$ cat config.mk
export PLATFORM = sky130hd
export DESIGN_NAME = manchester_frame_transmitter_unit
export DESIGN_NICKNAME = d
export VERILOG_FILES = /design/src/sv/mft_pkg.sv /design/src/sv/mft_front.sv /design/src/sv/mft_queue.sv /design/src/sv/mft_back.sv /design/src/sv/manchester_frame_transmitter_unit.sv
export SDC_FILE = /design/constraint.sdc
export NUM_CORES = 1
export LEC_CHECK = 0
export BUFFER_PORTS_ARGS = -buffer_cell sky130_fd_sc_hd__clkbuf_2
export CORE_MARGIN = 2
export CORE_UTILIZATION = 60
export DETAILED_ROUTE_END_ITERATION = 16
export PLACE_DENSITY = 0.79
export SLEW_MARGIN = 25
export SYNTH_ARGS = -nofsm -noshare
export SYNTH_HDL_FRONTEND = slang
export SYNTH_HIERARCHICAL = 1
export SYNTH_SLANG_ARGS = --single-unit
$ cat constraint.sdc
create_clock -name i_clk -period 5.7 [get_ports i_clk]
set_input_delay 1.14 -clock i_clk [delete_from_list [all_inputs] [get_ports i_clk]]
set_output_delay 1.14 -clock i_clk [all_outputs]
set_load 0.03 [all_outputs]
$ cat src/sv/mft_pkg.sv
// Package for the Manchester frame transmitter: item structs, job struct, codes and limits.
// No dependencies; every other file refers to it by scoped names.
`timescale 1ns / 1ps
`default_nettype none
package mft_pkg;

    localparam int QueueDepth = 2;

    localparam logic [2:0] CmdReset     = 3'd0;
    localparam logic [2:0] CmdConfig    = 3'd1;
    localparam logic [2:0] CmdScan      = 3'd2;
    localparam logic [2:0] CmdTrigger   = 3'd3;
    localparam logic [2:0] CmdHeartbeat = 3'd4;

    localparam logic [1:0] StatusSent     = 2'd0;
    localparam logic [1:0] StatusRejected = 2'd1;
    localparam logic [1:0] StatusReset    = 2'd2;

    localparam logic [15:0] FreqMin  = 16'd10;
    localparam logic [15:0] FreqMax  = 16'd20000;
    localparam logic [15:0] LevelMin = 16'd10;
    localparam logic [15:0] LevelMax = 16'd30;
    localparam logic [15:0] StepMin  = 16'd1;
    localparam logic [15:0] StepMax  = 16'd1000;

    localparam logic [7:0] FrameHead = 8'hAA;
    localparam logic [7:0] FrameTail = 8'h55;

    localparam int FrameBits = 64;

    typedef struct packed {
        logic [2:0]  command;
        logic [15:0] frequency;
        logic [15:0] level_or_step;
        logic [15:0] end_frequency;
    } t_in_item;

    typedef struct packed {
        logic       has_bit;
        logic       data_bit;
        logic       first_half_level;
        logic       second_half_level;
        logic [1:0] status;
        logic       last;
    } t_out_item;

    // One classified command: either a status answer or the six inner frame bytes.
    typedef struct packed {
        logic        is_frame;
        logic [1:0]  status;
        logic [47:0] body;
    } t_job;

endpackage
`default_nettype wire

$ cat src/sv/mft_front.sv
// Front end of the Manchester frame transmitter: checks each command and builds its job.
// Holds the ready flag and the sequence counter. Depends on mft_pkg.
`timescale 1ns / 1ps
`default_nettype none
module mft_front (
    input  wire logic              i_clk,
    input  wire logic              i_rst_n,
    input  wire logic              i_in_valid,
    output logic                   o_in_ready,
    input  wire mft_pkg::t_in_item i_in_data,
    output logic                   o_job_valid,
    input  wire logic              i_job_ready,
    output mft_pkg::t_job          o_job
);

    logic [7:0] r_seq;
    logic [7:0] n_seq;
    logic       r_rdy_flag;
    logic       n_rdy_flag;

    logic       w_freq_ok;
    logic       w_end_ok;
    logic       w_level_ok;
    logic       w_step_ok;
    logic       w_send;
    logic       w_accept;
    logic [7:0] w_cmd;
    logic [7:0] w_freq_hi;
    logic [7:0] w_freq_lo;
    logic [7:0] w_payload;
    logic [7:0] w_sum;

    assign w_freq_ok  = (i_in_data.frequency >= mft_pkg::FreqMin)
                     && (i_in_data.frequency <= mft_pkg::FreqMax);
    assign w_end_ok   = (i_in_data.end_frequency >= mft_pkg::FreqMin)
                     && (i_in_data.end_frequency <= mft_pkg::FreqMax);
    assign w_level_ok = (i_in_data.level_or_step >= mft_pkg::LevelMin)
                     && (i_in_data.level_or_step <= mft_pkg::LevelMax);
    assign w_step_ok  = (i_in_data.level_or_step >= mft_pkg::StepMin)
                     && (i_in_data.level_or_step <= mft_pkg::StepMax);

    assign o_in_ready  = i_job_ready;
    assign o_job_valid = i_in_valid;
    assign w_accept    = i_in_valid && i_job_ready;
    assign w_cmd       = {5'd0, i_in_data.command};

    always_comb begin
        w_send    = 1'b0;
        w_freq_hi = 8'd0;
        w_freq_lo = 8'd0;
        w_payload = 8'd0;
        unique case (i_in_data.command)
            mft_pkg::CmdConfig: begin
                w_send    = r_rdy_flag && w_freq_ok && w_level_ok;
                w_freq_hi = i_in_data.frequency[15:8];
                w_freq_lo = i_in_data.frequency[7:0];
                w_payload = i_in_data.level_or_step[7:0];
            end
            mft_pkg::CmdScan: begin
                w_send    = w_freq_ok && w_end_ok && w_step_ok;
                w_freq_hi = i_in_data.frequency[15:8];
                w_freq_lo = i_in_data.frequency[7:0];
                w_payload = i_in_data.level_or_step[7:0];
            end
            mft_pkg::CmdTrigger, mft_pkg::CmdHeartbeat: begin
                w_send = r_rdy_flag;
            end
            default: begin
                w_send = 1'b0;
            end
        endcase
    end

    assign w_sum = w_cmd + w_freq_hi + w_freq_lo + w_payload + r_seq;

    always_comb begin
        o_job.is_frame = w_send;
        o_job.body     = {w_cmd, w_freq_hi, w_freq_lo, w_payload, r_seq, w_sum};
        if (i_in_data.command == mft_pkg::CmdReset) begin
            o_job.status = mft_pkg::StatusReset;
        end else if (w_send) begin
            o_job.status = mft_pkg::StatusSent;
        end else begin
            o_job.status = mft_pkg::StatusRejected;
        end
    end

    always_comb begin
        n_seq      = r_seq;
        n_rdy_flag = r_rdy_flag;
        if (w_accept) begin
            if (i_in_data.command == mft_pkg::CmdReset) begin
                n_seq      = 8'd0;
                n_rdy_flag = 1'b1;
            end else if (w_send) begin
                n_seq = r_seq + 8'd1;
            end
        end
    end

    always_ff @(posedge i_clk) begin
        if (!i_rst_n) begin
            r_seq      <= 8'd0;
            r_rdy_flag <= 1'b0;
        end else begin
            r_seq      <= n_seq;
            r_rdy_flag <= n_rdy_flag;
        end
    end

endmodule
`default_nettype wire

$ cat src/sv/mft_queue.sv
// Short job queue between the front end and the serializer of the frame transmitter.
// Register-based ring buffer; depends on mft_pkg for the job type.
`timescale 1ns / 1ps
`default_nettype none
module mft_queue #(
    parameter int QUEUE_DEPTH = mft_pkg::QueueDepth
) (
    input  wire logic          i_clk,
    input  wire logic          i_rst_n,
    input  wire logic          i_push_valid,
    output logic               o_push_ready,
    input  wire mft_pkg::t_job i_push_data,
    output logic               o_pop_valid,
    input  wire logic          i_pop_ready,
    output mft_pkg::t_job      o_pop_data
);

    localparam int PtrW = (QUEUE_DEPTH > 1) ? $clog2(QUEUE_DEPTH) : 1;
    localparam int CntW = $clog2(QUEUE_DEPTH + 1);

    mft_pkg::t_job   r_mem [QUEUE_DEPTH];
    logic [PtrW-1:0] r_wr_ptr;
    logic [PtrW-1:0] r_rd_ptr;
    logic [CntW-1:0] r_count;
    logic            w_push;
    logic            w_pop;

    assign o_push_ready = (r_count != CntW'(QUEUE_DEPTH));
    assign o_pop_valid  = (r_count != '0);
    assign o_pop_data   = r_mem[r_rd_ptr];
    assign w_push       = i_push_valid && o_push_ready;
    assign w_pop        = o_pop_valid && i_pop_ready;

    function automatic logic [PtrW-1:0] f_next(input logic [PtrW-1:0] ptr);
        if (ptr == PtrW'(QUEUE_DEPTH - 1)) begin
            return '0;
        end
        return ptr + PtrW'(1);
    endfunction

    always_ff @(posedge i_clk) begin
        if (w_push) begin
            r_mem[r_wr_ptr] <= i_push_data;
        end
    end

    always_ff @(posedge i_clk) begin
        if (!i_rst_n) begin
            r_wr_ptr <= '0;
            r_rd_ptr <= '0;
            r_count  <= '0;
        end else begin
            if (w_push) begin
                r_wr_ptr <= f_next(r_wr_ptr);
            end
            if (w_pop) begin
                r_rd_ptr <= f_next(r_rd_ptr);
            end
            if (w_push && !w_pop) begin
                r_count <= r_count + CntW'(1);
            end else if (w_pop && !w_push) begin
                r_count <= r_count - CntW'(1);
            end
        end
    end

endmodule
`default_nettype wire

$ cat src/sv/mft_back.sv
// Serializer of the frame transmitter: plays a job out as results, one per cycle while
// the output is not stalled, through an output register. Depends on mft_pkg.
`timescale 1ns / 1ps
`default_nettype none
module mft_back (
    input  wire logic          i_clk,
    input  wire logic          i_rst_n,
    input  wire logic          i_job_valid,
    output logic               o_job_ready,
    input  wire mft_pkg::t_job i_job,
    output logic               o_out_valid,
    input  wire logic          i_out_ready,
    output mft_pkg::t_out_item o_out_data
);

    localparam int CntW = $clog2(mft_pkg::FrameBits);

    logic                        r_busy;
    logic                        r_is_frame;
    logic [1:0]                  r_status;
    logic [mft_pkg::FrameBits-1:0] r_shift;
    logic [CntW-1:0]             r_cnt;
    logic                        r_out_valid;
    mft_pkg::t_out_item          r_out;

    logic                        w_adv;
    logic                        w_emit;
    logic                        w_last;
    logic                        w_done;
    logic                        w_pop;
    logic                        w_bit;
    mft_pkg::t_out_item          w_item;

    assign w_adv  = !r_out_valid || i_out_ready;
    assign w_emit = r_busy && w_adv;
    assign w_last = !r_is_frame || (r_cnt == CntW'(mft_pkg::FrameBits - 1));
    assign w_done = w_emit && w_last;
    assign w_pop  = i_job_valid && (!r_busy || w_done);
    assign w_bit  = r_shift[mft_pkg::FrameBits-1];

    assign o_job_ready = !r_busy || w_done;
    assign o_out_valid = r_out_valid;
    assign o_out_data  = r_out;

    always_comb begin
        w_item.has_bit           = r_is_frame;
        w_item.data_bit          = r_is_frame && w_bit;
        w_item.first_half_level  = r_is_frame && w_bit;
        w_item.second_half_level = r_is_frame && !w_bit;
        w_item.status            = r_status;
        w_item.last              = w_last;
    end

    always_ff @(posedge i_clk) begin
        if (w_pop) begin
            r_is_frame <= i_job.is_frame;
            r_status   <= i_job.status;
            r_shift    <= {mft_pkg::FrameHead, i_job.body, mft_pkg::FrameTail};
        end else if (w_emit) begin
            r_shift <= {r_shift[mft_pkg::FrameBits-2:0], 1'b0};
        end
        if (w_adv) begin
            r_out <= w_item;
        end
    end

    always_ff @(posedge i_clk) begin
        if (!i_rst_n) begin
            r_busy      <= 1'b0;
            r_cnt       <= '0;
            r_out_valid <= 1'b0;
        end else begin
            if (w_pop) begin
                r_busy <= 1'b1;
                r_cnt  <= '0;
            end else if (w_done) begin
                r_busy <= 1'b0;
            end else if (w_emit) begin
                r_cnt <= r_cnt + CntW'(1);
            end
            if (w_adv) begin
                r_out_valid <= w_emit;
            end
        end
    end

    // A status answer is always a single, final transaction.
    a_status_is_last: assert property (@(posedge i_clk) disable iff (!i_rst_n)
        (r_out_valid && !r_out.has_bit) |-> r_out.last)
        else $error("status result without last");

    // The bit counter only runs for frames.
    a_status_no_count: assert property (@(posedge i_clk) disable iff (!i_rst_n)
        (r_busy && !r_is_frame) |-> (r_cnt == '0))
        else $error("bit counter moved for a status job");

    // Every frame starts with the header byte at the head of the shifter.
    a_frame_head: assert property (@(posedge i_clk) disable iff (!i_rst_n)
        (r_busy && r_is_frame && r_cnt == '0) |-> (r_shift[63:56] == mft_pkg::FrameHead))
        else $error("frame does not start with header byte");

    // A popped job is only taken when the current one has finished.
    a_pop_when_free: assert property (@(posedge i_clk) disable iff (!i_rst_n)
        (r_busy && !w_done) |-> !w_pop)
        else $error("job loaded over a running job");

endmodule
`default_nettype wire

$ cat src/sv/manchester_frame_transmitter_unit.sv
// Top level of the Manchester frame transmitter: front end, job queue and serializer.
// Depends on mft_pkg, mft_front, mft_queue and mft_back.
//
//   channel   direction  signals                                  payload
//   in        to unit    i_in_valid / o_in_ready / i_in_data      mft_pkg::t_in_item
//   out       from unit  o_out_valid / i_out_ready / o_out_data   mft_pkg::t_out_item
//
// A sent frame is 64 coded bits, one per cycle from the serializer's shifter unless the
// output stalls; a status answer is one result. The serializer is the bottleneck. With it
// idle, a first result goes through the queue, the shifter and the output register.
// Commands are checked on acceptance and wait in a QUEUE_DEPTH-entry queue, so the input
// keeps accepting while a frame plays out or the output is stalled until the queue is
// full; then o_in_ready stays low until the serializer takes the next job.
// Reset is synchronous and active low; it clears the sequence, the ready flag and all
// valid state, and needs no clearing pass.
`timescale 1ns / 1ps
`default_nettype none
module manchester_frame_transmitter_unit #(
    parameter int QUEUE_DEPTH = mft_pkg::QueueDepth
) (
    input  wire logic               i_clk,
    input  wire logic               i_rst_n,
    input  wire logic               i_in_valid,
    output logic                    o_in_ready,
    input  wire mft_pkg::t_in_item  i_in_data,
    output logic                    o_out_valid,
    input  wire logic               i_out_ready,
    output mft_pkg::t_out_item      o_out_data
);

    logic          w_fq_valid;
    logic          w_fq_ready;
    mft_pkg::t_job w_fq_job;
    logic          w_qb_valid;
    logic          w_qb_ready;
    mft_pkg::t_job w_qb_job;

    mft_front u_front (
        .i_clk       (i_clk),
        .i_rst_n     (i_rst_n),
        .i_in_valid  (i_in_valid),
        .o_in_ready  (o_in_ready),
        .i_in_data   (i_in_data),
        .o_job_valid (w_fq_valid),
        .i_job_ready (w_fq_ready),
        .o_job       (w_fq_job)
    );

    mft_queue #(
        .QUEUE_DEPTH (QUEUE_DEPTH)
    ) u_queue (
        .i_clk        (i_clk),
        .i_rst_n      (i_rst_n),
        .i_push_valid (w_fq_valid),
        .o_push_ready (w_fq_ready),
        .i_push_data  (w_fq_job),
        .o_pop_valid  (w_qb_valid),
        .i_pop_ready  (w_qb_ready),
        .o_pop_data   (w_qb_job)
    );

    mft_back u_back (
        .i_clk       (i_clk),
        .i_rst_n     (i_rst_n),
        .i_job_valid (w_qb_valid),
        .o_job_ready (w_qb_ready),
        .i_job       (w_qb_job),
        .o_out_valid (o_out_valid),
        .i_out_ready (i_out_ready),
        .o_out_data  (o_out_data)
    );

endmodule
`default_nettype wire
==> impl_metrics.csv <==
group,metric,value,unit
clock_network,cts_setup_buffers,0,
timing,fin_tns_setup,0,ns
worst_setup_path,criticalPathCategory,"in2reg",
global_route,grt_max_degree,52,
floorplanning,chipHeight,126,um
logic_synthesis,synth_edf_count,159,
logic_synthesis,synth_top_family_by_area,"compound AO/OA/AOI/OAI gates",
global_route,grt_overflow,0,
worst_setup_path,crit_required,5.88,ns
timing,fmax,0.216,GHz
clock_network,clock_tree.root_cell,"clkbuf_16",
logic_synthesis,netlist_instances,666,
run_status,status,"finished, final reports clean",
logic_synthesis,synth_compound_area_frac,0.0976,
timing,worst_slack,1.07,ns
clock_network,hold_buffers,0,
global_route,grt.total_usage,0.232,
timing,slew_headroom,0.451,
route,vias,5492,
timing,finalHoldViolCount,0,
logic_synthesis,ys_async_sr_fraction,0,
place,portBuffers,63,
logic_synthesis,syn_area_per_cell,13.4,um^2
floorplanning,start_util,0.616,
clock_network,cts_max_path_buffers,2,
place,place_congestion,0.935,
logic_synthesis,synth.top_cell.area_share,0.534,
timing,period_needed,4.63,ns
logic_synthesis,yosys.cell_types.count,62,
route,avgRoutedWirePerCell,19.4,um
route,wirelength,17800,um
worst_setup_path,max_stage_delay,0.55,ns
logic_synthesis,synth_mux_area_frac,0.0664,
logic_synthesis,synth_top_area_cell,"edfxtp_1",
layout,antenna_cells,0,
clock_network,clock_latency,0.44,ns
layout,utilization,0.681,
flow_run,cap_violations,0,
logic_synthesis,synth_area_leaders,"edfxtp_1, dfxtp_1, mux2_2",
worst_setup_path,end_kind,"flop",
floorplanning,die_w,126,um
timing,drv_slew,0,
logic_synthesis,synth-xor-area-share,0.0147,
worst_setup_path,crit_path_cell_trace,"clkbuf_2 > xnor2_1 > nor2_1 > buf_4 > nand2_1 > fa_1 > fa_1 > fa_1 > inv_1 > ha_1 > inv_1 > fa_1 > inv_1 > a21oi_1 > o21bai_1 > a21o_1 > a21oi_1 > xnor2_1",
layout,stdcell_count,919,
layout,area_growth,10.7,%
place,placed_cells,887,
logic_synthesis,syn_area,8950,um^2
pwr,peakVddDrop,0.358,mV
global_route,grt_pass1_vias,5343,
worst_setup_path,cp_max_fo,25,
clock_network,cts_resized,0,
route,firstDrtPassIters,5,
timing,skew,0.00838,ns
route,via_per_inst,5.98,
worst_setup_path,path_common_cell,"fa_1",
timing,fin_crit_sh,0.812,
timing,rsz0062_at_grt,"false",
route,dr.first_iter.drc_count,506,
place,dpl.hpwl,11700,um
timing,tightest_slew,0.818,ns
clock_network,path_clk_slew,0.07,ns
pwr,power_density,480,nW/um^2
logic_synthesis,synth_top_flop_cell,"edfxtp_1",
clock_network,cts_buffers,17,
floorplanning,num_rows,44,
layout,multi_input_area,3000,um^2
floorplanning,core-area,14500,um^2
logic_synthesis,synthAdderAreaFrac,0.0568,
timing,setup_viol,0,
route,antenna_left,0,
layout,nNetsFinal,808,
clock_network,cts_max_level,4,
place,dp_worst_setup_slack,0.647,ns
layout,final_cell_area,9900,um^2
layout,drive_gt1_frac,0.233,
layout,fillCellCount,989,
worst_hold_path,hold_path.class,"reg2reg",
pwr,p_leak,3.81,nW
floorplanning,io_pins,64,
clock_network,cts_sinks,197,
logic_synthesis,synth_warnings,6,
logic_synthesis,ys_ff_latch,197,
worst_setup_path,crit_buf_inv,5,
global_route,grt_pass1_wl,28000,um
clock_network,cts_tree,"built",
logic_synthesis,yosysSeqAreaShare,0.619,
place,placed_cell_area,9330,um^2
route,drc,0,
timing,holdWs,0.450,ns
worst_setup_path,critPathTopFamily,"adder cells",
logic_synthesis,yosys.area_share.simple,0.0969,
layout,seqCellArea,5540,um^2
worst_setup_path,startpoint_type,"primary input",
worst_setup_path,cp_slowest_cell,"fa_1",
floorplanning,dieArea,15900,um^2
worst_setup_path,cp.arrival,4.81,ns
pwr,finalPower,4.76,mW
global_route,antenna_found_initial,0,
[state kept, by name, indices dropped and copies added, names as in the netlist, named ones only]
| signal | count |
|---|---|
| u_queue/r_wr_ptr | 1 |
| u_queue/r_mem | 102 |
| u_back/r_cnt | 6 |
| u_back/r_shift | 64 |
| u_back/o_out_valid | 1 |
| u_back/r_is_frame | 1 |
| u_queue/r_count | 2 |
| u_back/r_busy | 1 |
| u_front/r_seq | 8 |
| u_back/o_out_data | 6 |
| u_back/r_status | 2 |
| u_front/r_rdy_flag | 1 |
| u_queue/r_rd_ptr | 1 |
[cell usage in the layout, fill, tap and decap left out, types with 15 or more instances in the layout]
master / count
nand3_1: 21
a22o_1: 48
ha_1: 15
dfxtp_1: 37
mux2_2: 51
edfxtp_1: 159
a21oi_1: 19
inv_1: 47
clkbuf_16: 17
nand2_1: 59
fa_1: 16
and2_1: 20
clkbuf_2: 63
[power breakdown]
group	internal [mW]	total, mW	switching [mW]
Sequential	2.11	2.25	0.144
Combinational	0.523	1.35	0.831
Clock	0.613	1.15	0.537
Total	3.25	4.76	1.51
[routing by layer]
metal | GRT usage | part of all wire | vias up
li1 | - | - | 2559
met1 | 0.311 | 0.42 | 2730
met4 | 0.0808 | 0.016 | 0
met2 | 0.372 | 0.50 | 177
met5 | 0 | 0 | -
met3 | 0.0603 | 0.060 | 26
[worst reg2reg max path, cell delays in order, from the launching register on]
cell and delay [ns]:
dfxtp_1 0.51, inv_1 0.12, fa_1 0.51, fa_1 0.55
fa_1 0.42, inv_1 0.07, ha_1 0.16, inv_1 0.06
fa_1 0.40, inv_1 0.07, a21oi_1 0.05, o21bai_1 0.20
a21o_1 0.16, a21oi_1 0.08, xnor2_1 0.14
[synth_stat cells (all sizes together), types with 2 or more instances]
| master | count |
|---|---|
| edfxtp | 159 |
| nand2 | 62 |
| inv | 51 |
| mux2 | 51 |
| a22o | 48 |
| dfxtp | 38 |
| buf | 33 |
| nand3 | 21 |
| a21oi | 20 |
| and2 | 20 |
| fa | 16 |
| o21ai | 16 |
| ha | 15 |
| xnor2 | 13 |
| nor2 | 12 |
| nor3 | 10 |
| or4 | 8 |
| nor4 | 6 |
| or3 | 6 |
| nand4 | 5 |
| o31ai | 5 |
| clkbuf | 4 |
| nor2b | 4 |
| a21boi | 3 |
| a21o | 3 |
| o21a | 3 |
| o21bai | 3 |
| or2 | 3 |
| a211oi | 2 |
| and4 | 2 |
| mux2i | 2 |
| nor4b | 2 |
| o211ai | 2 |
| xor2 | 2 |
[path summary, 6_finish.rpt]
| check | depth (start not counted) | startpoint | slack [ns] | to |
|---|---|---|---|---|
| max reg2reg | 14 | u_front/r_seq[1]$_SDFFE_PN0P_ | 1.97 | u_queue/r_mem[1][7]$_DFFE_PP_ |
| min reg2reg | 2 | u_back/r_shift[0]$_SDFFE_PP1N_ | 0.45 | u_back/r_shift[0]$_SDFFE_PP1N_ |
| min | 2 | u_back/r_shift[0]$_SDFFE_PP1N_ | 0.45 | u_back/r_shift[0]$_SDFFE_PP1N_ |
| max | 18 | i_in_data[49] | 1.07 | u_queue/r_mem[1][7]$_DFFE_PP_ |
[logic make-up after synthesis]
family | count (synthesis)
and+or+nand+nor | 166
adders and majority gates | 31
other | 1
AOI/OAI and AO/OA | 115
xor gates and xnor gates | 15
buffers and inverters | 88
muxes | 53
DFF | 197
[area by class of cell]
type	count	area share
tap	184	0.0232
timing repair buffer	70	0.0371
clock inverter	15	0.0149
inverter	51	0.0193
sequential	197	0.559
multi-input combinational	385	0.303
clock buffer	17	0.0430
Power figures use the tool's default switching activity.
